$ cat src/rtl/prc_fifo.sv
module prc_fifo #(
  parameter int WIDTH = 8,
  parameter int DEPTH = 2
) (
  input  logic                       clk,
  input  logic                       rst,
  input  logic                       push,
  input  logic [WIDTH-1:0]           wr_data,
  output logic                       full,
  input  logic                       pop,
  output logic [WIDTH-1:0]           rd_data,
  output logic                       empty,
  output logic [$clog2(DEPTH+1)-1:0] count
);

  localparam int IW = $clog2(DEPTH);
  localparam int CW = $clog2(DEPTH + 1);

  logic [WIDTH-1:0] mem [DEPTH];
  logic [IW-1:0]    wr_ptr;
  logic [IW-1:0]    rd_ptr;
  logic             do_push;
  logic             do_pop;

  assign full    = (count == CW'(DEPTH));
  assign empty   = (count == '0);
  assign do_push = push && !full;
  assign do_pop  = pop && !empty;
  assign rd_data = mem[rd_ptr];

  always_ff @(posedge clk) begin
    if (do_push) begin
      mem[wr_ptr] <= wr_data;
    end
  end

  always_ff @(posedge clk) begin
    if (rst) begin
      wr_ptr <= '0;
      rd_ptr <= '0;
      count  <= '0;
    end else begin
      if (do_push) begin
        wr_ptr <= (wr_ptr == IW'(DEPTH - 1)) ? '0 : wr_ptr + 1'b1;
      end
      if (do_pop) begin
        rd_ptr <= (rd_ptr == IW'(DEPTH - 1)) ? '0 : rd_ptr + 1'b1;
      end
      if (do_push && !do_pop) begin
        count <= count + 1'b1;
      end else if (do_pop && !do_push) begin
        count <= count - 1'b1;
      end
    end
  end

`ifndef SYNTHESIS
  a_count_bound: assert property (@(posedge clk) disable iff (rst)
    count <= CW'(DEPTH)) else $error("queue count beyond depth");
  a_count_track: assert property (@(posedge clk) disable iff (rst)
    (do_push && !do_pop) |=> (count == $past(count) + 1'b1))
    else $error("queue count lost an item");
`endif

endmodule

$ cat config.mk
export PLATFORM = sky130hd
export DESIGN_NAME = prc_fifo
export DESIGN_NICKNAME = d
export VERILOG_FILES = /design/src/rtl/prc_fifo.sv
export SDC_FILE = /design/constraint.sdc
export NUM_CORES = 1
export LEC_CHECK = 0
export ABC_CLOCK_PERIOD_IN_PS = 2029
export BUFFER_PORTS_ARGS = -buffer_cell sky130_fd_sc_hd__clkbuf_2
export CORE_UTILIZATION = 35
export CTS_CLUSTER_DIAMETER = 80
export DETAILED_ROUTE_END_ITERATION = 7
export PLACE_DENSITY_LB_ADDON = 0.08
export SLEW_MARGIN = 0
export SYNTH_ARGS = -nofsm -noshare
export SYNTH_HDL_FRONTEND = slang
export SYNTH_SLANG_ARGS = --single-unit
$ cat constraint.sdc
create_clock -name clk -period 2.03 [get_ports clk]
set_input_delay 0.203 -clock clk [delete_from_list [all_inputs] [get_ports clk]]
set_output_delay 0.203 -clock clk [all_outputs]
set_load 0.05 [all_outputs]
Word level (Yosys, flattened, before mapping)
Memories as Yosys holds them, arrays and structs flattened. A register that Yosys moved wholly into a read port is not among the register bits.
Cells that the tools add are included.
- register bits: 4
- bits in writable memories: 16
- bits of input ports: 12
- output and inout bits: 12
- word-level logic and storage cells: 27
- memories: 1
- memory list (memory ; depth ; width ; rd ports ; clocked after memory_dff ; write ports ; line ; RTL):
    mem ; 2 ; 8 ; 1 ; 1 ; 1 ; 19 ; logic [WIDTH-1:0] mem [DEPTH];
- add/subtract/negate cells: 4
- eq/ne operators: 1
- muxes and demuxes: 8
- reduce and logical (&&, ||, !) cells: 10
- operator list (cell ; count):
    1-bit two-way mux ; 6
    1-bit logical AND ; 4
    1-bit zero test ; 4
    2-bit two-way mux ; 2
    1-bit adder (second input constant) ; 2
    2-bit by 1-bit adder with 2-bit output (second input constant) ; 1
    2-bit equality test (second input constant) ; 1
    2-bit zero test ; 1
    2-bit nonzero test ; 1
    2-bit by 1-bit subtractor with 2-bit output (second input constant) ; 1

Depth between registers and ports, before layout
Gate-level depths: netlist of the first run.
- depth in word-level cells: 7
- mapped depth: 6
- depth with buffers taken out: 6

Least setup slack after synthesis of the first run
OpenSTA, ideal clock, no wires.
- path type: flip-flop to flip-flop
- from: register count[1]
- to: register count[1]
- library setup time: 0.070 ns
- arrival: 2.186 ns
- data required time: 1.960 ns
- setup slack: -0.226 ns
- cell stages (with the launch flop): 6
- buffers on the path: 0
- period minus slack after synthesis: 2.256 ns
- cells stage by stage: dfxtp_1 > nor2b_2 > nor2_1 > ha_1 > or3_1 > a21oi_1
- longest elaborated chain between the ends: 6
- elaborated cells on any way between the ends: 15
- classes of those cells: 2 x add/sub; 1 x eq/ne; 2 x mux; 10 x reduce/logical
- ends and longest elaborated chain (what ; line ; RTL):
    from (decl) ; 13 ; output logic [$clog2(DEPTH+1)-1:0] count
    from (signal assigned) ; 50 ; count <= count + 1'b1;
    from (signal assigned) ; 52 ; count <= count - 1'b1;
    2-bit equality test (*) ; 25 ; assign full = (count == CW'(DEPTH));
    via full ; 9 ; output logic full,
    1-bit zero test (*) ; 27 ; assign do_push = push && !full;
    1-bit logical AND (*) ; 27 ;
    1-bit zero test ; 51 ; end else if (do_pop && !do_push) begin
    1-bit logical AND ; 51 ;
    2-bit nonzero test (no source line) ; n/a ;
Mark *: on every way through the listed nets, which the timed path passes. The rest lies on a longest branch. The select of a mux whose other input is x is not followed.
A chain may end at the register's enable or synchronous reset.

==> results.sh, run 1 <==
export IMPL_synthFlopType="edfxtp_1"
export IMPL_clk_pin_slew_ns=0.11
export IMPL_io_buffer_count=23
export IMPL_dieArea_um2=2461
export IMPL_syn_avg_cell_area_um2=15.87
export IMPL_detail_route_wl_per_cell_um=11.18
export IMPL_endpoint="rd_data[6]"
export IMPL_cts_root_buf="clkbuf_4"
export IMPL_cp_max_fo=8
export IMPL_clockBufferDepth=2
export IMPL_power_density_nw_per_um2=1489
export IMPL_yosysTopAreaCell="edfxtp_1"
export IMPL_cp_start_kind="flop"
export IMPL_drc=0
export IMPL_drv_slew=0
export IMPL_synth_simple_area_share_pct=5.836
export IMPL_pre_cts_ws_ns=0.4244
export IMPL_seq_area_um2=581.8
export IMPL_cts_resized=0
export IMPL_synthTopCellsByArea="edfxtp_1, dfxtp_1, mux2_2"
export IMPL_cap_violations=0
export IMPL_antenna_found_initial=0
export IMPL_overflow=0
export IMPL_postRouteAntennaNets=0
export IMPL_yosys_area_share_xor_xnor_pct=3.312
export IMPL_peakVddDrop_mv=0.8279
export IMPL_drt_first_pass_iters=4
export IMPL_dp_cells=99
export IMPL_clkSinkCount=21
export IMPL_first_global_vias=427
export IMPL_netlist_area_um2=793.3
export IMPL_rsz0062_at_grt="false"
export IMPL_setup_slack_ns=0.3414
export IMPL_r2r_cells=4
export IMPL_nFillCells=211
export IMPL_critPathRequiredTime_ns=1.83
export IMPL_crit_arrival_ns=1.49
export IMPL_fin_crit_sh_pct=83.18
export IMPL_htreeDepth=1
export IMPL_via_count=461
export IMPL_ys_ff_latch=21
export IMPL_synth_top_family_by_area="multiplexers"
export IMPL_cp_end_kind="output pin"
export IMPL_synth_cell_types=13
export IMPL_num_antenna_cells=0
export IMPL_grt_pass1_wl_um=1932
export IMPL_yosysMostFrequentCell="edfxtp_1"
export IMPL_numCtsBuffers=3
export IMPL_fin_crit_ns=1.689
export IMPL_hold_class="in2reg"
export IMPL_run_status="complete, no violations"
export IMPL_tightest_slew_ns=0.3974
export IMPL_grt_max_degree=12
export IMPL_cts_setup_buffers=0
export IMPL_muxShareOfSynthArea_pct=11.36
export IMPL_synth_fa_ha_area_share_pct=1.577
export IMPL_cts_tree="yes"
export IMPL_netlist_instances=50
export IMPL_r2r_start="count[0]"
export IMPL_yosys_top_cells_count="edfxtp_1, mux2_2, dfxtp_1, nor2_1"
export IMPL_top_level_ports=24
export IMPL_core_area_um2=2042
export IMPL_multi_input_area_um2=205.2
export IMPL_p_leak_nw=0.3928
export IMPL_hold_viol=0
export IMPL_first_iter_violations=8
export IMPL_slew_limit_headroom_pct=73.47
export IMPL_skew_ns=0.007411
export IMPL_synth_async_sr_flop_share_pct=0
export IMPL_max_freq_ghz=0.5922
export IMPL_synth_compound_gate_area_share_pct=3.155
export IMPL_final_cells=103
export IMPL_dp_hpwl_um=829.7
export IMPL_die_w_um=49.61
export IMPL_synth_fp_nets=63
export IMPL_r2r_slack_ns=0.41
export IMPL_ctsHoldBuffers=0
export IMPL_yosys_warnings=0
export IMPL_fin_setup_tns_ns=0
export IMPL_start_util_pct=38.85
export IMPL_detail_route_vias_per_cell=4.476
export IMPL_routabilityCongestion=0.7103
export IMPL_crit_type="reg2out"
export IMPL_layout_drive_gt1_share_pct=47.37
export IMPL_synth_top_area_share_pct=60.57
export IMPL_grt_use_total_pct=10.56
export IMPL_wl_um=1152
export IMPL_dieHeight_um=49.61
export IMPL_nets=90
export IMPL_area_growth_pct=22.24
export IMPL_synth_seq_area_share_pct=73.19
export IMPL_synth_edf_count=16
export IMPL_reg2reg_to="count[1]"
export IMPL_rows=16
export IMPL_clk_latency_ns=0.29
export IMPL_setup_viol=0
[cells in the final DEF (no fill, tap or decap)]
master	Yosys	final
nor2b_4	0	1
ha_1	1	1
edfxtp_1	16	16
clkbuf_2	0	23
a21oi_1	2	2
o21ai_0	3	3
and2_1	1	1
mux2_2	8	8
xor2_1	3	3
clkbuf_4	0	3
dfxtp_1	5	4
or3_1	2	2
inv_1	2	2
dfxtp_2	0	1
nor2_1	5	5
clkbuf_1	0	1
[registers in the layout, indices dropped and copies added, names as in the netlist, named ones only]
name,count
wr_ptr,1
mem,16
rd_ptr,1
count,2
[kinds of logic after synthesis]
logic type      Yosys count
fa+ha+maj                 1
simple gates              9
flops                    21
xor+xnor                  3
compound gates            5
mux                       8
buf+inv                   3
[report_power, final]
part	total (mW)	switching [mW]	internal [mW]	leakage (nW)
sequential	0.616	0.0651	0.550	0.191
clock	0.187	0.110	0.0764	0.0150
combinational	0.641	0.458	0.184	0.187
[area by class of cell]
cell class | count | area share, %
Sequential cell | 21 | 60.00
Multi-Input combinational cell | 26 | 21.16
Timing Repair Buffer | 23 | 11.87
Tap cell | 27 | 3.484
Clock buffer | 4 | 2.710
Inverter | 2 | 0.7742
[metal layers]
| layer | GRT usage [%] | vias up | wire, um |
|---|---|---|---|
| met5 | 0 | - | 0 |
| met4 | 0 | 0 | 0 |
| met3 | 5.247 | 0 | 98 |
| met2 | 15.99 | 18 | 549 |
| met1 | 14.48 | 211 | 503 |
| li1 | - | 232 | - |
[worst min path at each step]
stage | startpoint | endpoint | slack [ns] | cells past startpoint
floorplan | rst | count[1] | 0.26 | 1
global placement | wr_data[0] | mem[1][0] | 0.39 | 1
detailed placement | wr_data[0] | mem[0][0] | 0.40 | 1
CTS | wr_data[0] | mem[0][0] | 0.09 | 1
global route | wr_data[6] | mem[1][6] | 0.08 | 1
finish | wr_data[3] | mem[0][3] | 0.09 | 1
[stage by stage]
step | util [%] | area (um^2) | hold WS [ns] | power [mW]
final | 47.49 | 969.7 | 0.09230 | 1.444
after global routing | 47.49 | 969.7 | 0.08027 | 1.521
after CTS | 47.49 | 969.7 | 0.08961 | 1.453
after detailed placement | 46.20 | 943.4 | 0.3990 | 1.270
after global placement | 46.20 | 943.4 | 0.3931 | 1.268
after floorplan | - | 799.5 | 0.2647 | 1.141
[worst max-delay path: stages (launching register included)]
cell and delay [ns]:
dfxtp_1 0.57, mux2_2 0.39, clkbuf_2 0.24
Power figures use the tool's default switching activity.
==> run 2: changes to the inputs <==
--- a/config.mk
+++ b/config.mk
@@ -5,7 +5,7 @@
 export SDC_FILE = /design/constraint.sdc
 export NUM_CORES = 1
 export LEC_CHECK = 0
-export ABC_CLOCK_PERIOD_IN_PS = 2029
+export ABC_CLOCK_PERIOD_IN_PS = 1500
 export BUFFER_PORTS_ARGS = -buffer_cell sky130_fd_sc_hd__clkbuf_2
 export CORE_UTILIZATION = 35
 export CTS_CLUSTER_DIAMETER = 80
==> constraint.sdc (replaced) <==
create_clock -name clk -period 1.5 [get_ports clk]
set_input_delay 0.15 -clock clk [delete_from_list [all_inputs] [get_ports clk]]
set_output_delay 0.15 -clock clk [all_outputs]
set_load 0.05 [all_outputs]
==> run 2 against run 1 <==
Against the previous run: worst setup slack got worse by 0.27 ns; hold slack got worse by 0.065 ns; die area is the same; sequential share of layout area is 4.8 points lower; final area rose by 11%; global-route usage up 1.0 points; via count increased by 5.9%; critical path depth up 3; combinational power rose by 65%; routed wire length increased by 9.5%.
==> results.sh, run 2 (same netlist as run 1, synthesis figures left out) <==
export IMPL_htreeDepth=1
export IMPL_routabilityCongestion=0.7849
export IMPL_r2r_start="count[1]"
export IMPL_tightest_slew_ns=0.2784
export IMPL_clockBufferDepth=2
export IMPL_first_global_vias=436
export IMPL_clkSinkCount=21
export IMPL_setup_viol=0
export IMPL_top_usage_layer="met2"
export IMPL_max_freq_ghz=0.6978
export IMPL_hold_path_end="mem[1][6]"
export IMPL_r2r_cells=5
export IMPL_use_met2_pct=19.37
export IMPL_nets=96
export IMPL_cp_startpoint="count[1]"
export IMPL_drc=0
export IMPL_power_density_nw_per_um2=2027
export IMPL_postRouteAntennaNets=0
export IMPL_crit_family="simple AND/OR/NAND/NOR gates"
export IMPL_via_count=488
export IMPL_drt_first_pass_iters=1
export IMPL_dieArea_um2=2461
export IMPL_clk_latency_ns=0.30
export IMPL_fin_crit_sh_pct=95.53
export IMPL_cts_root_buf="clkbuf_4"
export IMPL_clk_pin_slew_ns=0.12
export IMPL_mostFrequentLayoutCells="edfxtp_1, clkbuf_2, buf_4, mux2_2, nor2_1"
export IMPL_cp_max_fo=4
export IMPL_cp_start_kind="flop"
export IMPL_cp_num_buf_inv=0
export IMPL_slew_limit_headroom_pct=81.52
export IMPL_worstHoldStart="wr_data[6]"
export IMPL_start_util_pct=38.85
export IMPL_worstPathCellList="nor2b_4 -> nor2_1 -> ha_1 -> or3_4 -> a21oi_2"
export IMPL_crit_type="reg2reg"
export IMPL_first_iter_violations=0
export IMPL_dieHeight_um=49.61
export IMPL_detail_route_wl_per_cell_um=11.58
export IMPL_detail_route_vias_per_cell=4.477
export IMPL_crit_path_top_delay_cell="dfxtp_4"
export IMPL_largest_register="mem"
export IMPL_grt_pass1_wl_um=2021
export IMPL_finalInstanceArea_um2=1072
export IMPL_p_leak_nw=0.4374
export IMPL_num_antenna_cells=0
export IMPL_peakVddDrop_mv=1.220
export IMPL_cts_tree="yes"
export IMPL_fin_crit_ns=1.433
export IMPL_run_status="complete, no violations"
export IMPL_grt_use_total_pct=11.58
export IMPL_rsz0062_at_grt="true"
export IMPL_reg2reg_to="count[1]"
export IMPL_skew_ns=0.01371
export IMPL_die_w_um=49.61
export IMPL_rows=16
export IMPL_r2r_slack_ns=0.07
export IMPL_core_area_um2=2042
export IMPL_io_buffer_count=23
export IMPL_area_growth_pct=35.17
export IMPL_antenna_found_initial=0
export IMPL_worst_hold_slack_ns=0.02694
export IMPL_hold_path_depth=1
export IMPL_final_common_cell="edfxtp_1"
export IMPL_place_area_um2=997.2
export IMPL_cp_end_kind="flop"
export IMPL_layout_drive_gt1_share_pct=57.32
export IMPL_top_level_ports=24
export IMPL_numCtsBuffers=3
export IMPL_reg_top3="mem x16, count x2"
export IMPL_gr_usage_met1_pct=12.80
export IMPL_largest_reg_flops=16
export IMPL_hold_viol=0
export IMPL_overflow=0
export IMPL_cap_violations=0
export IMPL_grt_max_degree=13
export IMPL_critPathRequiredTime_ns=1.74
export IMPL_wl_um=1262
export IMPL_drv_slew=0
export IMPL_cp_slowest_stage_delay_ns=0.38
export IMPL_grtUsageMet3_pct=4.321
export IMPL_crit_arrival_ns=1.68
export IMPL_hold_class="in2reg"
[run 2: changes by cell type in the layout (fill, tap and decap cells not counted), sizes merged]
cell | before | now
clkbuf | 27 | 17
buf | 0 | 15
clkinv | 0 | 1
[run 2: area by class of cell]
cell class / count / area (um^2)
multi-input combinational: 26 / 214.0
tap: 27 / 33.78
fill: 188 / 969.7
sequential: 21 / 591.8
clock buffer: 3 / 22.52
clock inverter: 1 / 5.005
timing repair buffer: 29 / 197.7
inverter: 2 / 7.507
[run 2: worst max-delay path by stage]
stage          slack [ns]  cells after the start    endpoint
2_1_floorplan       -0.28                      5    count[1]
3_3_place_gp         0.05                      4    count[1]
3_5_place_dp        -0.02                      4    count[1]
4_1_cts             0.009                      2  rd_data[4]
5_1_grt             0.004                      2  rd_data[6]
6_report             0.07                      5    count[1]
[run 2: report_power, final]
group          switching (mW)  internal (mW)  total, mW  leakage [nW]
sequential             0.0823          0.762      0.844         0.193
clock                   0.165         0.0992      0.264        0.0177
combinational           0.666          0.398       1.06         0.227
total                   0.914           1.26       2.17         0.437
[run 2: repair_timing]
item                       CTS  global route
gates resized for setup      3            22
setup endpoints to repair    9             9
pin swaps                    1             3
hold buffers                 0             0
setup buffers                1             2
[run 2: through the flow]
stage	worst slack [ns]	util [%]	cells	TNS, ns	power (mW)
after floorplan	-0.2751	-	50	-0.2894	1.556
after global placement	0.04981	48.84	102	0	1.788
after detailed placement	-0.02428	48.84	102	-0.02428	1.798
after CTS	0.008890	50.74	107	0	2.093
after global routing	0.003643	52.51	109	0	2.284
final	0.06700	52.51	109	0	2.173
[run 2: routing by layer]
metal  routed length, um  up-vias
met3                  80        0
met5                   0        -
met2                 690       15
met1                 491      228
li1                    -      245
met4                   0        0
[run 2: worst register-to-register path, stage by stage, from the launching register on]
cell and delay, ns:
dfxtp_4 0.38, nor2b_4 0.15, nor2_1 0.06, ha_1 0.30, or3_4 0.37, a21oi_2 0.11
