==> src/rtl/prc_pkg.sv <==
package prc_pkg;

  localparam int DATA_WIDTH = 16;
  localparam int FRAC_BITS  = 8;
  localparam int GAIN_W     = 16;
  localparam int LIMIT_W    = 16;
  localparam int TIME_W     = 32;
  localparam int DRIVE_W    = 8;
  localparam int CFG_IDX_W  = 3;
  localparam int CFG_DATA_W = 16;
  localparam int MID_DEPTH  = 2;
  localparam int OUT_DEPTH  = 4;

  localparam int                 ANGLE_BAND = 2;
  localparam logic [DRIVE_W-1:0] DRIVE_DUTY = 8'd50;

  localparam logic [GAIN_W-1:0]         SAMPLE_PERIOD_RST = 16'd50;
  localparam logic signed [LIMIT_W-1:0] OUT_LOW_RST       = -16'sd255;
  localparam logic signed [LIMIT_W-1:0] OUT_HIGH_RST      = 16'sd255;

  typedef enum logic [1:0] {
    KIND_PID,
    KIND_ANGLE,
    KIND_INIT
  } kind_t;

  typedef enum logic [CFG_IDX_W-1:0] {
    REG_ANGLE_MODE,
    REG_PROP_GAIN,
    REG_INTEGRAL_GAIN,
    REG_DERIV_GAIN,
    REG_SAMPLE_PERIOD,
    REG_OUT_LOW,
    REG_OUT_HIGH
  } reg_idx_t;

  typedef struct packed {
    logic                      angle_mode;
    logic [GAIN_W-1:0]         prop_gain;
    logic [GAIN_W-1:0]         integral_gain;
    logic [GAIN_W-1:0]         deriv_gain;
    logic [GAIN_W-1:0]         sample_period;
    logic signed [LIMIT_W-1:0] out_low;
    logic signed [LIMIT_W-1:0] out_high;
  } cfg_t;

endpackage

==> src/rtl/prc_back.sv <==
module prc_back #(
  parameter int DATA_WIDTH = prc_pkg::DATA_WIDTH,
  parameter int FRAC_BITS  = prc_pkg::FRAC_BITS,
  parameter int OUT_DEPTH  = prc_pkg::OUT_DEPTH
) (
  input  logic                                          clk,
  input  logic                                          rst,
  input  prc_pkg::cfg_t                                 cfg,
  input  logic                                          q_empty,
  output logic                                          q_pop,
  input  prc_pkg::kind_t                                q_kind,
  input  logic [prc_pkg::TIME_W-1:0]                    q_time,
  input  logic signed [DATA_WIDTH-1:0]                  q_meas,
  input  logic signed [DATA_WIDTH-1:0]                  q_prior,
  input  logic signed [DATA_WIDTH+prc_pkg::GAIN_W+1:0]  q_kp_err,
  input  logic signed [DATA_WIDTH+prc_pkg::GAIN_W+1:0]  q_ki_err,
  input  logic [prc_pkg::DRIVE_W-1:0]                   q_right,
  input  logic [prc_pkg::DRIVE_W-1:0]                   q_left,
  input  logic [$clog2(OUT_DEPTH+1)-1:0]                out_count,
  output logic                                          out_push,
  output logic signed [DATA_WIDTH-1:0]                  o_control,
  output logic                                          o_updated,
  output logic [prc_pkg::DRIVE_W-1:0]                   o_right,
  output logic [prc_pkg::DRIVE_W-1:0]                   o_left
);

  localparam int P     = DATA_WIDTH + prc_pkg::GAIN_W + 2;
  localparam int ACC_W = prc_pkg::LIMIT_W + FRAC_BITS;
  localparam int SW    = ((P > ACC_W) ? P : ACC_W) + 2;

  function automatic logic signed [SW-1:0] clamp(input logic signed [SW-1:0] x,
                                                 input logic signed [SW-1:0] lo,
                                                 input logic signed [SW-1:0] hi);
    if (x > hi) begin
      return hi;
    end
    if (x < lo) begin
      return lo;
    end
    return x;
  endfunction

  // loop state
  logic signed [ACC_W-1:0]        acc;
  logic signed [DATA_WIDTH-1:0]   last_meas;
  logic [prc_pkg::TIME_W-1:0]     last_time;
  logic                           first_pending;
  logic signed [DATA_WIDTH-1:0]   held;

  logic signed [SW-1:0]           lo_s;
  logic signed [SW-1:0]           hi_s;
  logic [prc_pkg::TIME_W-1:0]     elapsed;
  logic                           go;
  logic                           upd_c;
  logic signed [SW-1:0]           acc_pid;
  logic signed [SW-1:0]           acc_init;
  logic signed [DATA_WIDTH:0]     dmeas;
  logic signed [prc_pkg::GAIN_W:0] kd_s;

  logic                           a_valid;
  logic                           a_upd;
  logic signed [ACC_W-1:0]        a_acc;
  logic signed [P-1:0]            a_kp_err;
  logic signed [DATA_WIDTH:0]     a_dmeas;
  logic [prc_pkg::DRIVE_W-1:0]    a_right;
  logic [prc_pkg::DRIVE_W-1:0]    a_left;

  logic                           b_valid;
  logic                           b_upd;
  logic signed [ACC_W-1:0]        b_acc;
  logic signed [P-1:0]            b_kp_err;
  logic signed [P-1:0]            b_kd_prod;
  logic [prc_pkg::DRIVE_W-1:0]    b_right;
  logic [prc_pkg::DRIVE_W-1:0]    b_left;

  logic signed [SW-1:0]           sum;
  logic signed [SW-1:0]           sum_c;
  logic signed [SW-1:0]           sum_sh;
  logic signed [DATA_WIDTH-1:0]   new_out;

  assign lo_s = SW'(signed'(cfg.out_low)) <<< FRAC_BITS;
  assign hi_s = SW'(signed'(cfg.out_high)) <<< FRAC_BITS;
  assign kd_s = signed'({1'b0, cfg.deriv_gain});

  assign q_pop = !q_empty &&
                 ((int'(out_count) + int'(a_valid) + int'(b_valid)) < OUT_DEPTH);

  assign elapsed  = q_time - last_time;
  assign go       = first_pending || (elapsed >= prc_pkg::TIME_W'(cfg.sample_period));
  assign upd_c    = (q_kind == prc_pkg::KIND_PID) && go;
  assign acc_pid  = clamp(SW'(acc) + SW'(q_ki_err), lo_s, hi_s);
  assign acc_init = clamp(SW'(q_prior) <<< FRAC_BITS, lo_s, hi_s);
  assign dmeas    = (DATA_WIDTH + 1)'(q_meas) - (DATA_WIDTH + 1)'(last_meas);

  always_ff @(posedge clk) begin
    if (rst) begin
      acc           <= '0;
      last_meas     <= '0;
      last_time     <= '0;
      first_pending <= 1'b1;
    end else if (q_pop) begin
      case (q_kind)
        prc_pkg::KIND_INIT: begin
          acc       <= ACC_W'(acc_init);
          last_meas <= q_meas;
        end
        prc_pkg::KIND_PID: begin
          if (go) begin
            acc           <= ACC_W'(acc_pid);
            last_meas     <= q_meas;
            last_time     <= q_time;
            first_pending <= 1'b0;
          end
        end
        default: begin
        end
      endcase
    end
  end

  always_ff @(posedge clk) begin
    if (rst) begin
      a_valid <= 1'b0;
      b_valid <= 1'b0;
    end else begin
      a_valid <= q_pop;
      b_valid <= a_valid;
    end
  end

  always_ff @(posedge clk) begin
    if (q_pop) begin
      a_upd    <= upd_c;
      a_acc    <= ACC_W'(acc_pid);
      a_kp_err <= q_kp_err;
      a_dmeas  <= dmeas;
      a_right  <= q_right;
      a_left   <= q_left;
    end
    if (a_valid) begin
      b_upd     <= a_upd;
      b_acc     <= a_acc;
      b_kp_err  <= a_kp_err;
      b_kd_prod <= P'(kd_s) * P'(a_dmeas);
      b_right   <= a_right;
      b_left    <= a_left;
    end
  end

  assign sum     = SW'(b_kp_err) + SW'(b_acc) - SW'(b_kd_prod);
  assign sum_c   = clamp(sum, lo_s, hi_s);
  assign sum_sh  = sum_c >>> FRAC_BITS;
  assign new_out = sum_sh[DATA_WIDTH-1:0];

  always_ff @(posedge clk) begin
    if (rst) begin
      held <= '0;
    end else if (b_valid && b_upd) begin
      held <= new_out;
    end
  end

  assign out_push  = b_valid;
  assign o_control = b_upd ? new_out : held;
  assign o_updated = b_upd;
  assign o_right   = b_right;
  assign o_left    = b_left;

`ifndef SYNTHESIS
  a_no_overrun: assert property (@(posedge clk) disable iff (rst)
    out_push |-> (int'(out_count) < OUT_DEPTH)) else $error("result queue overrun");
  a_pop_guard: assert property (@(posedge clk) disable iff (rst)
    q_pop |-> !q_empty) else $error("pop from empty item queue");
  a_first_clear: assert property (@(posedge clk) disable iff (rst)
    (q_pop && upd_c) |=> !first_pending) else $error("first update left pending");
  a_held_stable: assert property (@(posedge clk) disable iff (rst)
    !(b_valid && b_upd) |=> $stable(held)) else $error("held output moved without update");
`endif

endmodule

==> config.mk <==
export PLATFORM = sky130hd
export DESIGN_NAME = prc_back
export DESIGN_NICKNAME = d
export VERILOG_FILES = /design/src/rtl/prc_pkg.sv /design/src/rtl/prc_back.sv
export SDC_FILE = /design/constraint.sdc
export NUM_CORES = 2
export LEC_CHECK = 0
export ABC_AREA = 1
export BUFFER_PORTS_ARGS = -buffer_cell sky130_fd_sc_hd__buf_4
export CELL_PAD_IN_SITES_DETAIL_PLACEMENT = 1
export CELL_PAD_IN_SITES_GLOBAL_PLACEMENT = 1
export CORE_MARGIN = 8
export CORE_UTILIZATION = 42
export DETAILED_ROUTE_END_ITERATION = 10
export HOLD_SLACK_MARGIN = 0.03
export PLACE_DENSITY_LB_ADDON = 0.1
export SETUP_SLACK_MARGIN = 0.5
export SLEW_MARGIN = 5
export SYNTH_ARGS = -nofsm -noshare
export SYNTH_HDL_FRONTEND = slang
export SYNTH_SLANG_ARGS = --single-unit
==> constraint.sdc <==
create_clock -name clk -period 6.5 [get_ports clk]
set_input_delay 0.65 -clock clk [delete_from_list [all_inputs] [get_ports clk]]
set_output_delay 0.65 -clock clk [all_outputs]
set_load 0.005 [all_outputs]
== Word-level counts from Yosys, hierarchy flattened ==
Cells that the tools add are included.
Word-level totals
  output and inout port bits: 35
  input port bits: 253
  bits in latches: 0
  register bits: 292
  memory bits (read-only): 0
  memories: 0
  bits in writable memories: 0
Cells by class
  multipliers: 1
  add/sub/neg operators: 7
  div/mod/pow operators: 0
  equality and inequality tests: 2
  shift operators: 0
  mux-type cells: 26
  reductions and logical operators: 9
  bitwise logic cells: 0
  $lt $le $gt $ge: 8
Operators by type and width (count)
  $mux 24: 13
  $pmux 24 s2: 1
  $gt 36x24->1: 1
  $lt 36x24->1: 1
  $sub 35x34->36: 1
  $add 24x34->35: 1
  $add 34x24->35: 1
  $gt 35x24->1: 1
  $lt 35x24->1: 1
  $mul 17x17->34: 1
  $ge 32x16->1: 1
  $mux 16: 2
  $pmux 16 s2: 1
  $sub 32x32->32: 1
  $gt 24x24->1: 1
  $lt 24x24->1: 1
  $sub 16x16->17: 1
  $mux 1: 9
  $reduce_and 3->1: 2
  $add 4x1->5: 1
  $lt 5x3->1 const B: 1
  $add 3x1->4: 1
  $logic_and 1x1->1: 3
  $eq 2x2->1 const B: 1
  other kinds (5): 5

== Logic depth before layout (Yosys ltp) ==
  word-level depth: 8
  mapped depth: 38
  gate-level depth less buffers: 37

== Least setup slack after synthesis ==
Ideal clock, no wire load.
  path kind: input-to-reg
  start point: in cfg[53] (netlist bit)
  end point: reg b_kd_prod[26], data pin
  library setup time: 0.259 ns
  slack: 0.164 ns
  cell stages on the path: 23
  data arrival time: 6.077 ns
  path through: clkbuf_1 > clkbuf_1 > nand2_1 > fa_1 > inv_1 > fa_1 > inv_1 > fa_1 > inv_1 > fa_1 > fa_1 > inv_1 > fa_1 > inv_1 > ha_1 > a21oi_1 > a21boi_1 > o21ai_0 > a21boi_0 > o21ai_2 > nand3_1 > nand2_1 > xor2_1
On the way
  cells in the longest elaborated chain, start to end: 1
Ends and longest elaborated chain
  start: declaration: line prc_back.sv:8  | input prc_pkg::cfg_t cfg,
  $mul 17x17->34: line prc_back.sv:144  | b_kd_prod <= P'(kd_s) * P'(a_dmeas);
  end signal: assignment: line prc_back.sv:144
  end: declaration: line prc_back.sv:72  | logic signed [P-1:0] b_kd_prod;
Every way passes these cells.
A chain may end at the register's enable or synchronous reset.

== Worst setup path in the final report ==
  start point: reg b_acc[23]
  end point: out o_control[0]
On the way
  cells in the longest elaborated chain, start to end: 8
Ends and longest elaborated chain
  start: declaration: line prc_back.sv:70  | logic signed [ACC_W-1:0] b_acc;
  start signal: assignment: line prc_back.sv:142  | b_acc <= a_acc;
  $add 34x24->35 *: line prc_back.sv:150  | assign sum = SW'(b_kp_err) + SW'(b_acc) - SW'(b_kd_prod);
  $sub 35x34->36 *: line prc_back.sv:150
  $lt 36x24->1: line prc_back.sv:37  | if (x < lo) begin
  $mux 1 (2 in series): line prc_back.sv:37
  $mux 24: line prc_back.sv:40  | return x;
  $mux 24 *: line prc_back.sv:37
  $mux 16 *: line prc_back.sv:164  | assign o_control = b_upd ? new_out : held;
  end: declaration: line prc_back.sv:21  | output logic signed [DATA_WIDTH-1:0] o_control,
Every way passes the cells marked *; elsewhere a longest branch is shown, timed or not. The select of a mux whose other input is x is not followed.

==> impl_metrics.ini <==
[sta]
hold_ws_ns = 0.253
min_period_ns = 6.32
fmax_mhz = 158
relSlewSlack_pct = 27.9
rsz0062_at_grt = yes
fin_worst_skew_ns = 0.0368
drv_slew = 0
setup_viol = 0
hold_viol_final = 0
period_share_pct = 97.3
worst_pin_slew_ns = 1.08

[synth]
synth_fp_nets = 5356
ys_seq_area_share_pct = 23.6
synth_edf_count = 201
synth.distinct_cells = 53
synthFlopType = edfxtp_1
ys_top_cells_by_area = edfxtp_1 18%, ha_1 15%, fa_1 15%
synth-seq-cells = 292
avgSynthCellArea_sq_um = 7.47
netlist_instances = 4456
synth_top_area_share_pct = 18.1
synth_async_sr_flop_share_pct = 0
synth_area_sq_mm = 0.0333
yosysWarnings = 0
yosys.area.top_type = edfxtp_1

[place]
dpl-instance-area_sq_mm = 0.0365
place_congestion = 0.922
io_buffers = 254
dp.cells = 5690
dpl.hpwl_um = 86800

[floorplan]
num_rows = 103
die_area_sq_mm = 0.0886
initial_utilization_pct = 42.3
coreArea_sq_mm = 0.0787
die_w_um = 298
boundaryPins = 288
die_h_um = 298

[layout]
final_core_util_pct = 51.1
multiInputGateArea_sq_mm = 0.0226
synthToLayoutAreaGrowth_pct = 20.8
fillers = 9691
final_cells = 5857
final_layout_size_suffix_gt1_share_pct = 16.6
fin_area_sq_mm = 0.0402
regArea_sq_mm = 0.00786
nets = 5677

[global_route]
grt_pass1_wl_um = 174000
grt_usage_pct = 24.3
antenna_found_initial = 3
grt.overflow.total = 0
grt_max_degree = 128
first_global_vias = 32400

[worst_setup_path]
critPathLaunchType = flop
cp.arrival_ns = 5.67
crit_type = reg -> out
critical_path.max_stage_delay_ns = 0.56
crit_fanout = 8
required_ns = 5.85
cpMostUsedCell = nand2_1
worst_setup_path_end_kind = output pin
crit_slowest_cell = fa_1

[clocking]
cts_sinks = 292
clock_latency_ns = 0.58
cts_tree = done
numCtsBuffers = 38
postCtsHoldBufs = 0
clk_pin_slew_worst_paths_ns = 0.08
cts_buffer_depth = 3
htreeDepth = 2
cts-root-buf = clkbuf_16

[route]
num_vias = 29900
drt_iter0_markers = 1349
routedWlPerCell_um = 19.0
drtAntennaViolNets = 0
routed_wl_um = 111000
via_per_inst = 5.11
dr.pass1.iters = 8
drc = 0

[job]
cap_violations = 0

[power]
pwr_density_cell_mw_per_mm2 = 550
p_leak_nw = 21.1
peakVddDrop_v = 0.000790

[run_status]
outcome = finished, final reports clean

[min_path]
hp-class = in -> reg
[power breakdown]
part / internal, mW / switching (mW) / leakage, nW
registers: 2.59 / 0.120 / 2.61
clock network: 1.31 / 0.895 / 0.616
logic: 7.28 / 9.93 / 17.9
total: 11.2 / 10.9 / 21.1
[metal layers]
metal,up-vias,share of wire (%),global-route usage (%)
met5,-,0.021,0
met4,4,2.5,6.26
met3,168,4.3,3.15
met1,14600,45,31.7
met2,586,48,42.2
li1,14500,-,-
[sequential cells by signal, indices dropped and copies added, names as in the netlist, 8 cells and up]
| register | cells |
|---|---|
| a_acc | 24 |
| a_dmeas | 17 |
| a_kp_err | 34 |
| a_left | 8 |
| a_right | 8 |
| acc | 24 |
| b_acc | 24 |
| b_kd_prod | 34 |
| b_kp_err | 34 |
| held | 16 |
| last_meas | 16 |
| last_time | 32 |
| o_left | 8 |
| o_right | 8 |
[cell usage after synthesis (all sizes together) (87+ instances only)]
cell type and number:
nand2 1090, inv 1034, ha 401, nor2 306, fa 246, a21oi 244
nand3 240, edfxtp 201, clkbuf 98, o21ai 94, dfxtp 91, nand4 87
[worst max-delay path, delay by kind of cell (launching register included)]
family | cells | cell delay [ns]
AND/OR/NAND/NOR | 15 | 1.85
adder cells (fa/ha/maj) | 3 | 1.18
buffers and inverters | 7 | 1.03
flip-flops | 1 | 0.45
AO/OA/AOI/OAI | 3 | 0.43
XOR/XNOR | 1 | 0.17
[stage by stage]
step / TNS, ns / setup WS, ns / power, mW
4_1_cts: 0 / 0.221 / 19.5
5_1_grt: -0.935 / -0.0792 / 24.0
3_5_place_dp: 0 / 0.0800 / 16.0
6_report: 0 / 0.176 / 22.1
2_1_floorplan: 0 / 0.503 / 11.9
3_3_place_gp: 0 / 0.167 / 15.7
[cell type report]
type                            instances  area share (%)
Tap cell                             1050            3.27
Clock inverter                         18           0.538
Multi-Input combinational cell       3001            56.2
Antenna cell                            1         0.00622
Clock buffer                           51            2.62
Sequential cell                       292            19.5
Timing Repair Buffer                  407            8.16
Inverter                             1037            9.70
[cell families after synthesis]
group | synth area share [%]
xor+xnor | 3.08
flops | 23.6
buf+inv | 13.3
simple gates | 22.9
compound gates | 7.27
fa+ha+maj | 29.9
[worst paths after layout]
check        cells past startpoint   startpoint  slack (ns)            end
max                             29    b_acc[23]        0.18   o_control[0]
min                              1    q_left[5]        0.25      a_left[5]
max reg2reg                     22   a_dmeas[3]        0.58  b_kd_prod[28]
min reg2reg                      0  a_kp_err[4]        0.40    b_kp_err[4]
[cell usage in the layout (no fill, tap or decap), types with 22 or more instances in the layout]
master,n
ha_4,43
ha_1,355
nand3_1,217
a21oi_2,52
nor2_1,278
clkbuf_16,40
xor2_1,71
nor2_2,22
fa_1,242
inv_2,42
xnor2_1,39
nand2_1,1022
nand4_1,85
dfxtp_1,90
buf_6,28
buf_4,370
edfxtp_1,201
a21oi_1,183
inv_1,989
nand2_2,63
o21ai_0,69
[timing repair]
action,4_1_cts,5_1_grt
hold endpoints to repair,0,0
buffers inserted,62,33
pin swaps,71,106
cloned,2,0
endpoints found under the setup margin,25,56
gates resized for setup,201,167
Note: power is estimated with default switching activity, not from simulation.
