`src/rtl/prc_pkg.sv`:
```
package prc_pkg;

  localparam int DATA_WIDTH = 16;
  localparam int FRAC_BITS  = 8;
  localparam int GAIN_W     = 16;
  localparam int LIMIT_W    = 16;
  localparam int TIME_W     = 32;
  localparam int DRIVE_W    = 8;
  localparam int CFG_IDX_W  = 3;
  localparam int CFG_DATA_W = 16;
  localparam int MID_DEPTH  = 2;
  localparam int OUT_DEPTH  = 4;

  localparam int                 ANGLE_BAND = 2;
  localparam logic [DRIVE_W-1:0] DRIVE_DUTY = 8'd50;

  localparam logic [GAIN_W-1:0]         SAMPLE_PERIOD_RST = 16'd50;
  localparam logic signed [LIMIT_W-1:0] OUT_LOW_RST       = -16'sd255;
  localparam logic signed [LIMIT_W-1:0] OUT_HIGH_RST      = 16'sd255;

  typedef enum logic [1:0] {
    KIND_PID,
    KIND_ANGLE,
    KIND_INIT
  } kind_t;

  typedef enum logic [CFG_IDX_W-1:0] {
    REG_ANGLE_MODE,
    REG_PROP_GAIN,
    REG_INTEGRAL_GAIN,
    REG_DERIV_GAIN,
    REG_SAMPLE_PERIOD,
    REG_OUT_LOW,
    REG_OUT_HIGH
  } reg_idx_t;

  typedef struct packed {
    logic                      angle_mode;
    logic [GAIN_W-1:0]         prop_gain;
    logic [GAIN_W-1:0]         integral_gain;
    logic [GAIN_W-1:0]         deriv_gain;
    logic [GAIN_W-1:0]         sample_period;
    logic signed [LIMIT_W-1:0] out_low;
    logic signed [LIMIT_W-1:0] out_high;
  } cfg_t;

endpackage

```
`src/rtl/prc_cfg.sv`:
```
module prc_cfg (
  input  logic                           clk,
  input  logic                           rst,
  input  logic                           cfg_valid,
  output logic                           cfg_ready,
  input  logic [prc_pkg::CFG_IDX_W-1:0]  cfg_index,
  input  logic [prc_pkg::CFG_DATA_W-1:0] cfg_data,
  output prc_pkg::cfg_t                  cfg
);

  assign cfg_ready = 1'b1;

  always_ff @(posedge clk) begin
    if (rst) begin
      cfg.angle_mode    <= 1'b0;
      cfg.prop_gain     <= '0;
      cfg.integral_gain <= '0;
      cfg.deriv_gain    <= '0;
      cfg.sample_period <= prc_pkg::SAMPLE_PERIOD_RST;
      cfg.out_low       <= prc_pkg::OUT_LOW_RST;
      cfg.out_high      <= prc_pkg::OUT_HIGH_RST;
    end else if (cfg_valid) begin
      case (prc_pkg::reg_idx_t'(cfg_index))
        prc_pkg::REG_ANGLE_MODE:    cfg.angle_mode    <= cfg_data[0];
        prc_pkg::REG_PROP_GAIN:     cfg.prop_gain     <= cfg_data;
        prc_pkg::REG_INTEGRAL_GAIN: cfg.integral_gain <= cfg_data;
        prc_pkg::REG_DERIV_GAIN:    cfg.deriv_gain    <= cfg_data;
        prc_pkg::REG_SAMPLE_PERIOD: cfg.sample_period <= cfg_data;
        prc_pkg::REG_OUT_LOW:       cfg.out_low       <= signed'(cfg_data);
        prc_pkg::REG_OUT_HIGH:      cfg.out_high      <= signed'(cfg_data);
        default: begin
        end
      endcase
    end
  end

endmodule

```
`config.mk`:
```
export PLATFORM = sky130hd
export DESIGN_NAME = prc_cfg
export DESIGN_NICKNAME = d
export VERILOG_FILES = /design/src/rtl/prc_pkg.sv /design/src/rtl/prc_cfg.sv
export SDC_FILE = /design/constraint.sdc
export NUM_CORES = 1
export LEC_CHECK = 0
export BUFFER_PORTS_ARGS = -buffer_cell sky130_fd_sc_hd__buf_2
export CORE_MARGIN = 2
export CORE_UTILIZATION = 40
export CTS_BUF_LIST = sky130_fd_sc_hd__clkbuf_16
export DETAILED_ROUTE_END_ITERATION = 12
export GPL_ROUTABILITY_DRIVEN = 0
export SYNTH_ARGS = -nofsm -noshare
export SYNTH_HDL_FRONTEND = slang
export SYNTH_SLANG_ARGS = --single-unit
```
`constraint.sdc`:
```
create_clock -name clk -period 3 [get_ports clk]
set_input_delay 0.9 -clock clk [delete_from_list [all_inputs] [get_ports clk]]
set_output_delay 0.9 -clock clk [all_outputs]
set_load 0.1 [all_outputs]
```
# Word level (Yosys, flattened, before mapping)
# Cells that the tools add are included.
# totals
ff_bits	97
latchBits	0
ram_bits	0
mem_bits_ro	0
in_bits	22
output_inout_bits	98
memories	0
# classes
addsub	0
multipliers	0
n_div	0
magnitude_cmp	0
n_eq_ne	6
n_shift	0
n_mux	0
bitwise	0
n_reduce_logical	8
# ops
operator	count
2-bit AND reduction	7
3-bit == test (second input constant)	3
3-bit by 2-bit == test with 1-bit output (second input constant)	2
3-bit by 1-bit == test with 1-bit output (second input constant)	1
3-bit logical NOT	1

# Longest topological paths before layout
# Gate-level depths: netlist of run 1.
# logic_depth
depth_word	2
ltp_mapped	5
mapped_depth_nobuf	2

# Worst setup path after synthesis of run 1
# OpenSTA, ideal clock, no wires.
# synth_path
path_kind	register to output
start	register cfg[10] (netlist name)
end	output port cfg[10] (netlist name)
t_arrival_ns	0.925
required_time_ns	2.100
path_slack_ns	1.175
stages_incl_launch_ff	1
path_cell_list	dfxtp_1
# synth_rtl
element	line	text
start: declaration	prc_cfg.sv:8	output prc_pkg::cfg_t cfg
# No word-level cell between the ends.

# Final worst setup path of run 1
# layout_path
start	register cfg[93] (netlist name)
end	output port cfg[93] (netlist name)
# No word-level cell between the ends.

==> results of run 1 <==
[layout make-up]
cell class / instances / area (sq um) / share of cell area
timing repair buffer: 124 / 650.6 / 0.1348
multi-input combinational: 237 / 1810 / 0.3752
sequential: 97 / 1942 / 0.4024
tap: 133 / 166.4 / 0.03448
clock buffer: 9 / 225.2 / 0.04667
clock inverter: 7 / 31.28 / 0.006482
[cell usage in the layout, fill, tap and decap left out, types with 2 or more instances in the layout]
master	Yosys	routed
buf_2	6	117
buf_4	5	6
clkbuf_16	0	9
clkinv_1	0	2
dfxtp_1	97	97
inv_1	0	3
mux2i_1	97	97
nand2b_1	93	93
nand4b_1	2	2
nand4bb_1	2	2
nor2_1	36	36
[final timing paths]
| path | from | to | slack (ps) | cells after the start |
|---|---|---|---|---|
| setup / recovery | cfg[93] | cfg[93] | 960 | 1 |
| setup reg to reg | cfg[29] | cfg[29] | 2380 | 2 |
| hold / removal | cfg[67] | cfg[67] | 470 | 2 |
| hold reg to reg | cfg[67] | cfg[67] | 470 | 2 |
[routing by layer]
metal  track usage  share of wire  up-vias
li1              -              -     1404
met1        0.2376           0.49     1289
met2        0.2471           0.44       72
met3       0.03831          0.054       11
met4       0.07591          0.019        0
met5             0              0        -
[report_power, final]
part	internal (W)	switching (W)	total, W
logic	0.0000884	0.000308	0.000396
registers	0.00132	0.0000149	0.00133
clock network	0.000546	0.000460	0.00101
[synthesized netlist by cell type, types with 2 or more instances]
cell        n
nand2b_1   93
nand4b_1    2
buf_2       6
nand4bb_1   2
buf_6       6
nor2_1     36
mux2i_1    97
clkbuf_1   12
buf_4       5
dfxtp_1    97
[through the flow]
| stage | hold WS, ps | area [sq um] | instances |
|---|---|---|---|
| after floorplan | 916.1 | 3958 | 365 |
| after global routing | 482.5 | 4826 | 607 |
| final | 468.9 | 4826 | 607 |
| after detailed placement | 461.1 | 4569 | 591 |
| after CTS | 473.5 | 4826 | 607 |
| after global placement | 456.9 | 4569 | 591 |
[cell families (layout without fill, tap and decap cells)]
kind of cell / Yosys count / count (layout) / share of synthesized area
buffers and inverters: 31 / 140 / 0.05185
DFF: 97 / 97 / 0.4907
muxes: 97 / 97 / 0.2453
other: 1 / 1 / 0.0009476
and+or+nand+nor: 139 / 139 / 0.2112
==> impl_metrics.tcl, run 1 <==
set metrics [dict create \
    n_fill_cell 941 \
    diodes 0 \
    synth_area_leaders "dfxtp_1 (49%), mux2i_1 (25%), nand2b_1 (15%), nor2_1 (3.4%), buf_6 (1.7%)" \
    syn_avg_cell_area_sq_um 10.84 \
    clock_skew_ps 0 \
    regMostFlops "cfg" \
    powerDensity_nw_per_um2 566.4 \
    die_w_microns 103.5 \
    final_util 0.4983 \
    clock_path_buffers 2 \
    post_cts_buffers 0 \
    p_leak_nw 2.430 \
    grt_first_pass_wirelength_microns 13520 \
    largest_register_ffs 97 \
    max_freq_mhz 490.3 \
    critPathTopFamily "buffers and inverters" \
    clock_latency_ps 330 \
    synth_top_area_frac 0.4907 \
    dr.first_iter.drc_count 82 \
    syn_nets 387 \
    vias_per_cell 4.573 \
    worst_slack_ps 960.4 \
    period_needed_ps 2040 \
    cts.sinks 97 \
    cts-hold-fix-buffers 0 \
    overflow 0 \
    grt_start_max_net_pins 69 \
    portBuffers 118 \
    slew_viol_final 0 \
    p_total_w 0.002733 \
    arrival_ps 1140 \
    cts_tree "done" \
    htree_levels 3 \
    antenna_found_initial 0 \
    ctsResizeCount 0 \
    core_area_sq_um 9684 \
    row_count 36 \
    setup_viol 0 \
    yosysWarnings 0 \
    async_flop_share 0 \
    die_h_microns 103.5 \
    via_count 2776 \
    drt_drc_violations_left 0 \
    cpPeakStageDelay_ps 440 \
    worst_setup_path_start_kind "flip-flop" \
    status "finished, final reports clean" \
    clock-root-buffer "clkbuf_16" \
    fin_setup_tns_ps 0 \
    drt_first_pass_iters 4 \
    start_util 0.4087 \
    io_pins 120 \
    dieArea_sq_um 10710 \
    wl_microns 8983 \
    ir_worst_vdd_mv 0.2852 \
    dpl_worst_slack_ps 944.5 \
    holdCritPathClass "flip-flop to flip-flop" \
    yosysSeqAreaShare 0.4907 \
    hold_viol 0 \
    ant_nets 0 \
    path_cells "buf_2" \
    path_max_fanout 2 \
    track_usage 0.1689 \
    clk_pin_slew_ps 60 \
    grt_pass1_vias 2607 \
    layout-drive-gt1-share 0.2911 \
    rsz0062_at_grt "no" \
    synth-main-ff-cell "dfxtp_1" \
    ys_types 19 \
    synth_edf_count 0 \
    path_buf_inv 1 \
    setup.worst_path.end_class "output pin" \
    layout.nets 491 \
    syn_inst 365 \
    reg_top3 "cfg (97)" \
    drv_cap 0 \
    crit_slowest_cell "buf_2" \
    numCtsBuffers 9 \
    required_ps 2100 \
    fin_crit_sh 0.6799 \
    max_slew_margin 0.6071 \
    tightest_slew_ps 589.0 \
    dp_hpwl_microns 6373 \
    criticalPathCategory "flip-flop to output pin" \
    syn2layout_area_growth_pct 21.94 \
    syn_area_sq_um 3958 \
    ys_seq_elements 97 \
    yosysTopAreaCell "dfxtp_1" \
    drt-wirelength-per-cell_microns 14.80 \
]
(Power assumes the default switching activity.)
==> inputs of run 2 (changes only) <==
clock period = 1.9 ns   (was 3 ns; I/O delays follow)
==> impl_metrics.tcl, run 2 (synthesized netlist as in run 1, its figures left out) <==
set metrics [dict create \
    status "finished, final reports clean" \
    ant_nets 0 \
    reg2reg_depth 2 \
    fin_setup_tns_ps 0 \
    grt_pass1_vias 2697 \
    die_w_microns 103.5 \
    grt_first_pass_wirelength_microns 14170 \
    regMostFlops "cfg" \
    worstHoldPathCells 2 \
    clock_skew_ps 0 \
    diodes 0 \
    fin_crit_sh 0.9009 \
    clock_latency_ps 330 \
    setup.worst_path.end_class "output pin" \
    max_slew_margin 0.6583 \
    powerDensity_nw_per_um2 887.1 \
    row_count 36 \
    power.switching_w 0.001263 \
    layout.cells.most_common "buf_2" \
    cp_num_cells 1 \
    clock_path_buffers 2 \
    combPwrFrac 0.147 \
    path_cells "buf_2" \
    holdCritPathClass "flip-flop to flip-flop" \
    numCtsBuffers 9 \
    drt_first_pass_iters 4 \
    cts.sinks 97 \
    path_buf_inv 1 \
    worst_setup_path_start_kind "flip-flop" \
    mostFrequentLayoutCells "buf_2 (117), mux2i_1 (97), dfxtp_1 (97)" \
    vias_per_cell 4.664 \
    p_leak_nw 2.485 \
    drt-wirelength-per-cell_microns 14.73 \
    period_needed_ps 1712 \
    htree_levels 3 \
    tightest_slew_ps 516.1 \
    path_max_fanout 2 \
    clk_pin_slew_ps 60 \
    critPathTopFamily "buffers and inverters" \
    slew_viol_final 0 \
    max_freq_mhz 584.2 \
    drt_drc_violations_left 0 \
    p_int_w 0.003106 \
    n_fill_cell 945 \
    layout-drive-gt1-share 0.3077 \
    reg_top3 "cfg (97)" \
    wl_microns 9044 \
    ir_worst_vdd_mv 0.3486 \
    antenna_found_initial 0 \
    via_count 2864 \
    io_pins 120 \
    largest_register_ffs 97 \
    crit_slowest_cell "buf_2" \
    arrival_ps 1140 \
    core_area_sq_um 9684 \
    grt_start_max_net_pins 44 \
    p_sw_frac 0.2890 \
    rsz0062_at_grt "no" \
    post_cts_buffers 0 \
    criticalPathCategory "flip-flop to output pin" \
    clock-root-buffer "clkbuf_16" \
    portBuffers 118 \
    die_h_microns 103.5 \
    cpPeakStageDelay_ps 440 \
    ctsResizeCount 0 \
    cts_tree "done" \
    final_util 0.5085 \
    required_ps 1330 \
    overflow 0 \
    layout.nets 498 \
    p_seq_frac 0.481 \
    drv_cap 0 \
    cts-hold-fix-buffers 0 \
    start_util 0.4087 \
    clkPwrFrac 0.372 \
    track_usage 0.1737 \
    dr.first_iter.drc_count 52 \
    setup_viol 0 \
    syn2layout_area_growth_pct 24.44 \
    hold_viol 0 \
    dieArea_sq_um 10710 \
    dp_hpwl_microns 6614 \
]
==> run 2: changes by cell type in the layout (fill, tap and decap cells not counted), sizes merged <==
cell and delta:
clkinvlp -1, inv -1, buf +7, clkinv +2
==> run 2: layout make-up <==
class | instances | area (sq um) | area share
sequential | 97 | 1942 | 0.3943
multi-input combinational | 237 | 1810 | 0.3676
timing repair buffer | 131 | 740.7 | 0.1504
clock buffer | 9 | 225.2 | 0.04573
tap | 133 | 166.4 | 0.03379
clock inverter | 7 | 40.04 | 0.008130
==> run 2: layer usage <==
metal | vias up | part of all wire | GRT usage
li1 | 1415 | - | -
met1 | 1359 | 0.50 | 0.2462
met2 | 77 | 0.44 | 0.2571
met3 | 13 | 0.045 | 0.03495
met4 | 0 | 0.019 | 0.07389
met5 | - | 0 | 0
==> run 2: worst register-to-register path, cell delays in order, from the launching register on <==
cell and delay [ps]:
dfxtp_1 350, nand2b_1 70, mux2i_1 130
==> run 2: metrics by stage <==
step	area (sq um)	setup WS, ps	hold WS [ps]	cells	total power, W
2_1_floorplan	3958	404.9	737.2	365	0.002670
3_3_place_gp	4659	393.2	456.0	598	0.002789
3_5_place_dp	4659	369.2	462.3	598	0.002794
4_1_cts	4925	176.3	474.5	614	0.004424
5_1_grt	4925	151.7	488.3	614	0.004538
6_report	4925	188.3	471.3	614	0.004369
==> run 2: final timing paths <==
kind / start / to / slack (ps)
min: cfg[70] / cfg[70] / 470
max: cfg[51] / cfg[51] / 190
min reg2reg: cfg[70] / cfg[70] / 470
max reg2reg: cfg[94] / cfg[94] / 1280
==> run 2: power groups by stage <==
stage	registers [W]	clock network (W)	logic, W
2_1_floorplan	0.00247	0	0.000199
3_3_place_gp	0.00215	0	0.000642
4_1_cts	0.00210	0.00167	0.000647
3_5_place_dp	0.00215	0	0.000647
5_1_grt	0.00211	0.00176	0.000676
6_report	0.00210	0.00162	0.000643
==> inputs of run 3 (changes only) <==
--- a/config.mk
+++ b/config.mk
@@ -8,8 +8,9 @@
 export BUFFER_PORTS_ARGS = -buffer_cell sky130_fd_sc_hd__buf_2
 export CORE_MARGIN = 2
-export CORE_UTILIZATION = 40
+export CORE_UTILIZATION = 51
 export CTS_BUF_LIST = sky130_fd_sc_hd__clkbuf_16
 export DETAILED_ROUTE_END_ITERATION = 12
 export GPL_ROUTABILITY_DRIVEN = 0
+export PLACE_DENSITY = 0.79
 export SYNTH_ARGS = -nofsm -noshare
 export SYNTH_HDL_FRONTEND = slang
==> constraint.sdc (replaced) <==
create_clock -name clk -period 1.9 [get_ports clk]
set_input_delay 0.19 -clock clk [delete_from_list [all_inputs] [get_ports clk]]
set_output_delay 0.19 -clock clk [all_outputs]
set_load 0.1 [all_outputs]
==> impl_metrics.tcl, run 3 (synthesized netlist as in run 1, its figures left out) <==
set metrics [dict create \
    status "finished, final reports clean" \
    hold_viol 0 \
    layout.nets 492 \
    power.switching_w 0.001231 \
    cts_tree "done" \
    vias_per_cell 4.893 \
    die_h_microns 92.09 \
    post_cts_buffers 0 \
    reg2reg_slack_ps 1250 \
    die_w_microns 92.09 \
    reg_top3 "cfg (97)" \
    cp_num_cells 1 \
    via_count 2823 \
    overflow 0 \
    clk_pin_slew_ps 60 \
    antenna_found_initial 0 \
    clock_skew_ps 0 \
    final_util 0.6372 \
    reg2reg_depth 2 \
    combPwrFrac 0.136 \
    hold_ws_ps 129.6 \
    setup_viol 0 \
    portBuffers 118 \
    clock_path_buffers 2 \
    crit_slowest_cell "buf_2" \
    powerDensity_nw_per_um2 946.9 \
    path_max_fanout 2 \
    ir_worst_vdd_mv 0.5695 \
    p_sw_frac 0.2682 \
    arrival_ps 1140 \
    p_seq_frac 0.458 \
    track_usage 0.2085 \
    period_needed_ps 1326 \
    start_util 0.5202 \
    drt-wirelength-per-cell_microns 14.89 \
    n_fill_cell 648 \
    timing.rr.end "cfg[4]" \
    max_freq_mhz 754.1 \
    p_int_w 0.003359 \
    dr.first_iter.drc_count 91 \
    dieArea_sq_um 8481 \
    worst_setup_path_start_kind "flip-flop" \
    holdCritPathClass "primary input to flip-flop" \
    p_leak_nw 2.458 \
    numCtsBuffers 9 \
    drv_cap 0 \
    core_area_sq_um 7607 \
    largest_register_ffs 97 \
    io_pins 120 \
    setup.worst_path.end_class "output pin" \
    crit_end "cfg[62]" \
    syn2layout_area_growth_pct 22.48 \
    fin_crit_sh 0.6980 \
    drt_first_pass_iters 4 \
    htree_levels 3 \
    grt_first_pass_wirelength_microns 13710 \
    clkPwrFrac 0.406 \
    cpPeakStageDelay_ps 440 \
    wl_microns 8594 \
    multi_input_area_sq_um 1810 \
    layout-drive-gt1-share 0.2989 \
    grt_pass1_vias 2695 \
    clock_latency_ps 330 \
    cts-hold-fix-buffers 0 \
    ctsResizeCount 0 \
    rr_startpoint "cfg[4]" \
    path_buf_inv 1 \
    p_total_w 0.004590 \
    row_count 32 \
    fin_setup_tns_ps 0 \
    mostFrequentLayoutCells "buf_2 (118), mux2i_1 (97), dfxtp_1 (97)" \
    drt_drc_violations_left 0 \
    cts.sinks 97 \
    layout.cells.most_common "buf_2" \
    dp_hpwl_microns 6130 \
    path_cells "buf_2" \
    rsz0062_at_grt "no" \
    slew_viol_final 0 \
    regArea_sq_um 1942 \
    ant_nets 0 \
    tightest_slew_ps 569.4 \
    regMostFlops "cfg" \
    crit_start "cfg[62]" \
    grt_start_max_net_pins 88 \
    diodes 0 \
    required_ps 1710 \
    max_slew_margin 0.6201 \
    clock-root-buffer "clkbuf_16" \
    criticalPathCategory "flip-flop to output pin" \
    critPathTopFamily "buffers and inverters" \
]
==> run 3: cell count changes in the layout (fill, tap and decap cells not counted) <==
cell | previous run | this run
clkinv_4 | 2 | 1
buf_2 | 117 | 118
clkinv_1 | 0 | 1
clkinv_2 | 3 | 2
buf_4 | 10 | 6
inv_1 | 2 | 1
buf_12 | 4 | 1
bufinv_16 | 0 | 2
==> run 3: worst min path at each step <==
stage               slack (ps)  cells past startpoint          from      end
floorplan                  360                      2   cfg_data[8]  cfg[24]
global placement           460                      2       cfg[95]  cfg[95]
detailed placement         460                      2       cfg[78]  cfg[78]
CTS                        120                      3  cfg_data[10]  cfg[26]
global route               140                      3   cfg_data[8]  cfg[24]
finish                     130                      3  cfg_data[10]  cfg[26]
==> run 3: cell type report <==
cell class                      count  area share
Clock buffer                        9     0.04646
Clock inverter                      7     0.01781
Multi-Input combinational cell    237      0.3735
Sequential cell                    97      0.4006
Tap cell                          102     0.02633
Timing Repair Buffer              125      0.1353
==> run 3: stage by stage <==
step | instance area, sq um | std cells | worst slack, ps
final | 4847 | 577 | 573.8
after CTS | 4847 | 577 | 577.1
after detailed placement | 4536 | 561 | 571.5
after global routing | 4847 | 577 | 542.2
after global placement | 4536 | 561 | 632.7
after floorplan | 3958 | 365 | 662.0
==> run 3: metal layers <==
metal	up-vias	routed length (microns)	track usage
met5	-	0	0
met4	0	184	0.08582
met3	17	500	0.05752
met2	76	3846	0.3119
met1	1318	4062	0.2844
li1	1412	-	-
==> run 3: tightest hold or removal path, delay by kind of cell <==
kind	cells	cell delay (ps)
buffers and inverters	1	90
muxes	1	100
and+or+nand+nor	1	40
==> run 3: power by group through the flow <==
stage / registers (W) / logic (W) / clock network, W
after floorplan: 0.00247 / 0.000199 / 0
after global placement: 0.00215 / 0.000620 / 0
after detailed placement: 0.00215 / 0.000627 / 0
after CTS: 0.00210 / 0.000627 / 0.00189
after global routing: 0.00211 / 0.000652 / 0.00199
final: 0.00210 / 0.000625 / 0.00186
